[src/bsfr_pkg.sv]
// ----------------------------------------------------------------------------
// Byte-stuffed frame receiver package
// Shared constants, command codes and channel payload types.
// ----------------------------------------------------------------------------
package bsfr_pkg;

	localparam int unsigned BUFFER_DEPTH = 256;

	localparam logic [7:0] FLAG_BYTE = 8'h7E;
	localparam logic [7:0] ESC_BYTE  = 8'h7D;
	localparam logic [7:0] ESC_XOR   = 8'h20;
	localparam int unsigned CRC_BYTES = 2;

	localparam logic CMD_RECEIVE = 1'b0;
	localparam logic CMD_READ    = 1'b1;

	typedef struct packed {
		logic       cmd;
		logic [7:0] rx_byte;
		logic [7:0] read_index;
	} req_t;

	typedef struct packed {
		logic       frame_done;
		logic       message_ready;
		logic [7:0] message_length;
		logic [7:0] read_data;
	} rsp_t;

endpackage

[src/bsfr_stream_if.sv]
// ----------------------------------------------------------------------------
// Byte-stuffed frame receiver stream channel
// Valid/ready channel carrying one payload beat per handshake.
// ----------------------------------------------------------------------------
interface bsfr_stream_if #(
	parameter type payload_t = logic [7:0]
);
	logic     valid;
	logic     ready;
	payload_t data;

	modport source (output valid, output data, input ready);
	modport sink (input valid, input data, output ready);
endinterface

[src/bsfr_ram.sv]
// ----------------------------------------------------------------------------
// Generic RAM
// One write port and one read port with registered read data.
// ----------------------------------------------------------------------------
module bsfr_ram #(
	parameter int unsigned WIDTH = 8,
	parameter int unsigned DEPTH = 256,
	localparam int unsigned AW = (DEPTH > 1) ? $clog2(DEPTH) : 1
) (
	input  logic             clk,
	input  logic             we,
	input  logic [AW-1:0]    waddr,
	input  logic [WIDTH-1:0] wdata,
	input  logic             re,
	input  logic [AW-1:0]    raddr,
	output logic [WIDTH-1:0] rdata
);

	logic [WIDTH-1:0] mem_q [DEPTH];

	always_ff @(posedge clk) begin
		if (we) begin
			mem_q[waddr] <= wdata;
		end
		if (re) begin
			rdata <= mem_q[raddr];
		end
	end

endmodule

[src/byte_stuffed_frame_receiver.sv]
// ----------------------------------------------------------------------------
// Byte-stuffed frame receiver
// Decodes an HDLC-style byte-stuffed stream into a frame buffer and serves
// reads of the completed frame.
// ----------------------------------------------------------------------------
// Usage:
// Each beat on req carries a command. A receive command hands in one raw
// link byte: 0x7D arms an escape, 0x7E closes the frame (dropping the two
// CRC bytes), and any other byte is stored if there is room. A read
// command returns the stored byte at read_index if a ready frame holds
// that index, and zero otherwise. Every req beat produces exactly one rsp
// beat with frame_done, the ready flag, the ready length and the read data.
// An accepted req beat passes through stage one (the buffer read) and then
// the result register before rsp valid. Throughput is one beat per cycle
// while rsp does not stall, set by the state update and the one write /
// one read port of the frame buffer.
// Two slots sit between the sides, so req keeps being taken after rsp
// stalls until both slots hold a beat; then req.ready drops until rsp drains.
// Reset clears the fill count, the ready flag, the escape flag and the
// result slots. Buffer contents are not cleared; only written bytes are read.
// ----------------------------------------------------------------------------
module byte_stuffed_frame_receiver #(
	parameter int unsigned BUFFER_DEPTH = bsfr_pkg::BUFFER_DEPTH
) (
	input logic           clk,
	input logic           arst_n,
	bsfr_stream_if.sink   req,
	bsfr_stream_if.source rsp
);

	localparam int unsigned AW   = $clog2(BUFFER_DEPTH);
	localparam int unsigned CW   = $clog2(BUFFER_DEPTH + 1);
	localparam int unsigned IW   = (AW > 8) ? AW : 8;
	localparam int unsigned CMPW = (IW > CW) ? IW : CW;
	localparam int unsigned LW   = (CW > 9) ? CW : 9;

	typedef struct packed {
		logic       frame_done;
		logic       message_ready;
		logic [7:0] message_length;
		logic       read_hit;
	} meta_t;

	// Receiver state
	logic [CW-1:0] fill_q;
	logic          ready_q;
	logic          esc_q;

	// Stage after acceptance (buffer read in flight) and the result slot
	logic          valid_s1;
	meta_t         meta_s1;
	logic          out_valid_q;
	bsfr_pkg::rsp_t out_q;

	logic          accept;
	logic          adv_s1;
	logic          is_rx;

	logic [CW-1:0] fill_base;
	logic          esc_base;
	logic [CW-1:0] fill_d;
	logic          ready_d;
	logic          esc_d;
	logic          done_d;
	logic          wr_en;
	logic [7:0]    wr_data;
	logic [AW-1:0] wr_addr;

	logic [IW-1:0]   idx_w;
	logic [AW-1:0]   rd_addr;
	logic            rd_hit;
	logic [7:0]      rd_data;
	logic [LW-1:0]   fill_len;
	logic [7:0]      len_d;
	meta_t           meta_d;

	assign adv_s1    = valid_s1 && (!out_valid_q || rsp.ready);
	assign req.ready = !valid_s1 || adv_s1;
	assign accept    = req.valid && req.ready;
	assign is_rx     = (req.data.cmd == bsfr_pkg::CMD_RECEIVE);

	// Next receiver state for a receive beat.
	always_comb begin
		fill_base = ready_q ? '0 : fill_q;
		esc_base  = ready_q ? 1'b0 : esc_q;
		fill_d    = fill_base;
		esc_d     = esc_base;
		ready_d   = 1'b0;
		done_d    = 1'b0;
		wr_en     = 1'b0;
		wr_data   = req.data.rx_byte ^ (esc_base ? bsfr_pkg::ESC_XOR : 8'h00);
		wr_addr   = fill_base[AW-1:0];
		if (req.data.rx_byte == bsfr_pkg::FLAG_BYTE) begin
			esc_d = 1'b0;
			if (fill_base > CW'(bsfr_pkg::CRC_BYTES)) begin
				fill_d  = fill_base - CW'(bsfr_pkg::CRC_BYTES);
				ready_d = 1'b1;
				done_d  = 1'b1;
			end else begin
				fill_d = '0;
			end
		end else if (req.data.rx_byte == bsfr_pkg::ESC_BYTE) begin
			esc_d = 1'b1;
		end else if (fill_base < CW'(BUFFER_DEPTH)) begin
			// Full buffer drops the byte and leaves a pending escape armed.
			wr_en  = 1'b1;
			fill_d = fill_base + CW'(1);
			esc_d  = 1'b0;
		end
	end

	// Read path and the result fields that follow from the state after this beat.
	always_comb begin
		idx_w   = IW'(req.data.read_index);
		rd_addr = idx_w[AW-1:0];
		rd_hit  = !is_rx && ready_q && (CMPW'(idx_w) < CMPW'(fill_q));
		if (is_rx) begin
			fill_len = LW'(fill_d);
			meta_d.frame_done    = done_d;
			meta_d.message_ready = ready_d;
		end else begin
			fill_len = LW'(fill_q);
			meta_d.frame_done    = 1'b0;
			meta_d.message_ready = ready_q;
		end
		len_d = (fill_len > LW'(255)) ? 8'hFF : fill_len[7:0];
		meta_d.message_length = meta_d.message_ready ? len_d : 8'h00;
		meta_d.read_hit       = rd_hit;
	end

	bsfr_ram #(
		.WIDTH (8),
		.DEPTH (BUFFER_DEPTH)
	) u_store (
		.clk   (clk),
		.we    (accept && is_rx && wr_en),
		.waddr (wr_addr),
		.wdata (wr_data),
		.re    (accept && !is_rx),
		.raddr (rd_addr),
		.rdata (rd_data)
	);

	always_ff @(posedge clk or negedge arst_n) begin
		if (!arst_n) begin
			fill_q  <= '0;
			ready_q <= 1'b0;
			esc_q   <= 1'b0;
		end else if (accept && is_rx) begin
			fill_q  <= fill_d;
			ready_q <= ready_d;
			esc_q   <= esc_d;
		end
	end

	always_ff @(posedge clk or negedge arst_n) begin
		if (!arst_n) begin
			valid_s1    <= 1'b0;
			out_valid_q <= 1'b0;
		end else begin
			if (accept) begin
				valid_s1 <= 1'b1;
			end else if (adv_s1) begin
				valid_s1 <= 1'b0;
			end
			if (adv_s1) begin
				out_valid_q <= 1'b1;
			end else if (rsp.ready) begin
				out_valid_q <= 1'b0;
			end
		end
	end

	// Payload registers; the buffer read data holds while the beat waits in stage one.
	always_ff @(posedge clk) begin
		if (accept) begin
			meta_s1 <= meta_d;
		end
		if (adv_s1) begin
			out_q.frame_done     <= meta_s1.frame_done;
			out_q.message_ready  <= meta_s1.message_ready;
			out_q.message_length <= meta_s1.message_length;
			out_q.read_data      <= meta_s1.read_hit ? rd_data : 8'h00;
		end
	end

	assign rsp.valid = out_valid_q;
	assign rsp.data  = out_q;

endmodule

[src/flat_wrapper.sv]
// flat-port wrapper written by rule: the top's interface ports become plain ports
module byte_stuffed_frame_receiver_flat 
#(
	parameter int unsigned BUFFER_DEPTH = bsfr_pkg::BUFFER_DEPTH
)
  (clk, arst_n, req_valid, req_data, req_ready, rsp_valid, rsp_data, rsp_ready);
  bsfr_stream_if #(.payload_t(bsfr_pkg::req_t)) req_i ();
  bsfr_stream_if #(.payload_t(bsfr_pkg::rsp_t)) rsp_i ();
  input logic clk;
  input logic arst_n;
  input wire logic [$bits(req_i.valid)-1:0] req_valid;
  input wire logic [$bits(req_i.data)-1:0] req_data;
  output wire logic [$bits(req_i.ready)-1:0] req_ready;
  output wire logic [$bits(rsp_i.valid)-1:0] rsp_valid;
  output wire logic [$bits(rsp_i.data)-1:0] rsp_data;
  input wire logic [$bits(rsp_i.ready)-1:0] rsp_ready;
  assign req_i.valid = req_valid;
  assign req_i.data = req_data;
  assign req_ready = req_i.ready;
  assign rsp_valid = rsp_i.valid;
  assign rsp_data = rsp_i.data;
  assign rsp_i.ready = rsp_ready;
  byte_stuffed_frame_receiver #(.BUFFER_DEPTH(BUFFER_DEPTH)) u_core (.clk(clk), .arst_n(arst_n), .req(req_i), .rsp(rsp_i));
endmodule
[config.mk]
export PLATFORM = sky130hd
export DESIGN_NAME = byte_stuffed_frame_receiver_flat
export DESIGN_NICKNAME = d
export VERILOG_FILES = /design/src/bsfr_pkg.sv /design/src/bsfr_stream_if.sv /design/src/bsfr_ram.sv /design/src/byte_stuffed_frame_receiver.sv /design/src/flat_wrapper.sv
export SDC_FILE = /design/constraint.sdc
export NUM_CORES = 2
export LEC_CHECK = 0
export ABC_AREA = 1
export BUFFER_PORTS_ARGS = -buffer_cell sky130_fd_sc_hd__buf_2
export CORE_UTILIZATION = 42
export DETAILED_ROUTE_END_ITERATION = 7
export HOLD_SLACK_MARGIN = 0.08
export SETUP_SLACK_MARGIN = 0.5
export SYNTH_ARGS = -nofsm -noshare
export SYNTH_HDL_FRONTEND = slang
export SYNTH_HIERARCHICAL = 1
export SYNTH_SLANG_ARGS = --single-unit
[constraint.sdc]
create_clock -name clk -period 10.5 [get_ports clk]
set_input_delay 2.1 -clock clk [delete_from_list [all_inputs] [get_ports clk]]
set_output_delay 2.1 -clock clk [all_outputs]
set_load 0.02 [all_outputs]
==> flow_summary.ini <==
[run_status]
status = complete, no violations

[clock_tree]
clock_sink_count = 2098
cts_hold_repair.buffers = 0
cts_setup_buffers = 0
cts_resized = 0
worst_setup_hold_path_clk_slew_ps = 60
cts_tree = done
clk-insertion-delay-late_ps = 850
clock_tree.htree_level_count = 4
clk_path_buf_depth = 3
number_of_cts_inserted_buffers = 211
cts.root.buffer_cell = sky130_fd_sc_hd__clkbuf_16

[sta]
finalSetupViolations = 0
report.final.hold_viol_count = 0
worstMarginPinSlew_ps = 1410
fin_crit_sh_pct = 52.7
setup_tns_final_ps = 0
grt_setup_unrepaired = no
minimum_clock_period_after_layout_ps = 5530
timing.final.max_slew_violations = 0
maxSlewHeadroom_pct = 6.32
fin_skew_ps = 61.8
maxClockFrequency_ghz = 0.181
layout_setup_ws_ps = 4970
holdWs_ps = 440

[final_layout]
instances_no_fill = 9995
postLayoutCellArea_um2 = 94500
layout.core_utilization_pct = 46.6
syn2layout_area_growth_pct = 9.95
post_route_cells_drive_above_1_share_pct = 6.04
design.final.nets = 7184

[die]
floorplan.initialDensity_pct = 42.4
boundaryPins = 41
floorplan.die.height_um = 454
fp-row-count = 165
core_region_area_um2 = 203000
floorplan.die.width_um = 454
dieArea_um2 = 207000

[critical_path]
timing.critical_path.arrival_ps = 6240
critical_path.slowest_cell = sky130_fd_sc_hd__buf_4
worstPathCellList = buf_8, buf_12, buf_4, buf_4, nand2_1, nand3_1, nand3_1, nand3_1, nand3_1, nand3_1, nand3_1, nand2_1, nand2_1, nand2_1
worstSetupEndpointType = flip-flop
setup.reg_to_reg.worst_slack_ps = 6460
timing.critical_path.from_type = input pin
critical_path_peak_fanout = 163
cpMostUsedCell = sky130_fd_sc_hd__nand3_1
cp_slowest_stage_delay_ps = 800
critical_path_class = input pin to flip-flop
required_ps = 11200

[place]
total_half_perimeter_wirelength_after_legalization_and_detailed_placement_um = 131000
placement.io_buffers = 40
dpl-instance-area_um2 = 87900
dp.cells = 9614
gpl.final_weighted_congestion = 0.870
post_placement_setup_slack_ps = 4240

[logic_synthesis]
synth.largest_area_cell = sky130_fd_sc_hd__edfxtp_1
netlist.area_leader.share_pct = 72.8
syn_area_per_cell_um2 = 11.8
synthCells = 7316
synth.ff_latch_count = 2098
syn_nets = 7345
ys_async_sr_fraction_pct = 0.620
most_numerous_cell_in_the_yosys_netlist = sky130_fd_sc_hd__nand2_1
synthTopCellsByArea = sky130_fd_sc_hd__edfxtp_1 (73%), sky130_fd_sc_hd__nand3_1 (12%), sky130_fd_sc_hd__nand2_1 (9.7%)
synth_edf_count = 2085
yosysUniqueCellTypes = 31
top_ff_cell_synth = sky130_fd_sc_hd__edfxtp_1
yosys_warnings = 6
netlist_area_um2 = 86000
seq_area_frac_synth_pct = 73.2
post_synth_most_frequent_cells = sky130_fd_sc_hd__nand2_1 (2220), sky130_fd_sc_hd__edfxtp_1 (2085), sky130_fd_sc_hd__nand3_1 (2046)

[pwr]
power_density_nw_per_um2 = 191
intPower_mw = 13.7
share_comb_of_total_power_pct = 8.1
p_switching_mw = 4.37
report.power.total_mw = 18.0
power.clock.fraction_pct = 40.3
power.share.switching_pct = 24.2
peakVddDrop_v = 0.000181
leakage_nw = 32.6
share_seq_of_total_power_pct = 51.6

[routing]
routedWlPerCell_um = 24.1
drc = 0
initialDrtViolationCount = 7041
detail-route-antenna-nets = 0
via_count = 56757
detail_route.vias_per_cell = 5.68
wl_um = 241000
total_iterations_of_the_first_detailed_routing_run = 5

[grt]
gr_overflow_total = 0
grt_antenna_before_repair = 4
grt_first_pass_wirelength_um = 357000
grt.total_usage_pct = 23.1
grt_pass1_vias = 53835
grt_max_degree = 239

[run]
timing.max_cap.violations = 0

[worst_hold_path]
holdCritPathClass = flip-flop to flip-flop
## cells in the final DEF (no fill, tap or decap), types with 20 or more instances in the layout
cell type                      n
sky130_fd_sc_hd__nand2_1    2212
sky130_fd_sc_hd__edfxtp_1   2085
sky130_fd_sc_hd__nand3_1    2046
sky130_fd_sc_hd__nor2_1      306
sky130_fd_sc_hd__clkbuf_16   215
sky130_fd_sc_hd__inv_1        76
sky130_fd_sc_hd__buf_4        69
sky130_fd_sc_hd__clkbuf_1     52
sky130_fd_sc_hd__clkinv_1     43
sky130_fd_sc_hd__clkinv_2     32
sky130_fd_sc_hd__buf_2        28
sky130_fd_sc_hd__o21ai_0      20
## kinds of logic (layout without fill, tap and decap cells)
kind of cell,Yosys count,count (layout),share of synthesized area (%)
AO/OA/AOI/OAI,36,36,0.266
XOR/XNOR,2,2,0.0204
adder cells (fa/ha/maj),8,8,0.116
buffers and inverters,577,583,3.28
flip-flops,2098,2098,73.2
other,0,1,0
AND/OR/NAND/NOR,4595,4595,23.1
## power by group through the flow
stage	combinational (mW)	clock, mW	sequential, mW
3_3_place_gp	1.43	0	9.48
2_1_floorplan	0.840	0	9.48
4_1_cts	1.45	7.36	9.30
5_1_grt	1.58	7.67	9.31
3_5_place_dp	1.45	0	9.48
6_report	1.46	7.26	9.31
## final cells by class
cell class                      count  area (um^2)
Inverter                           85          355
Multi-Input combinational cell   4641        20300
Sequential cell                  2098        62900
Clock buffer                      268         5590
Tap cell                         2672         3340
Timing Repair Buffer              118         1020
Clock inverter                    112         1030
Fill cell                       18075       108000
Antenna cell                        1         2.50
## routing by layer
layer  global-route usage (%)  share of wire (%)  vias to the layer above
met2                     35.5                 46                     2572
li1                         -                  -                    25571
met3                     4.03                9.0                      389
met4                     7.26                3.0                        2
met1                     33.3                 42                    28223
met5                        0             0.0058                        -
## worst max-delay path, delay by kind of cell
kind	cells	cell delay (ps)
AND/OR/NAND/NOR	10	1130
buffers and inverters	4	2540
## state kept, by name, summed over array words and instances (netlist names)
signal and cells:
u_core/fill_q 9, u_core/rsp.data 18, u_core/u_store/rdata 8, u_core/esc_q 1, u_core/valid_s1 1, u_core/u_store/mem_q 2048, u_core/meta_s1 11, u_core/rsp.valid 1
u_core/ready_q 1
## final timing paths
check	from	end	depth (start not counted)
max in group asynchronous	arst_n	u_core/fill_q[2]	1
max reg2reg	u_core/ready_q	u_core/u_store/mem_q[104][0]	7
max	req_data[0]	u_core/u_store/rdata[3]	14
min reg2reg	u_core/meta_s1[10]	u_core/rsp.data[17]	0
min in group asynchronous	arst_n	u_core/fill_q[4]	1
min	u_core/meta_s1[10]	u_core/rsp.data[17]	0
No activity file was read; power rests on OpenSTA's default activity.
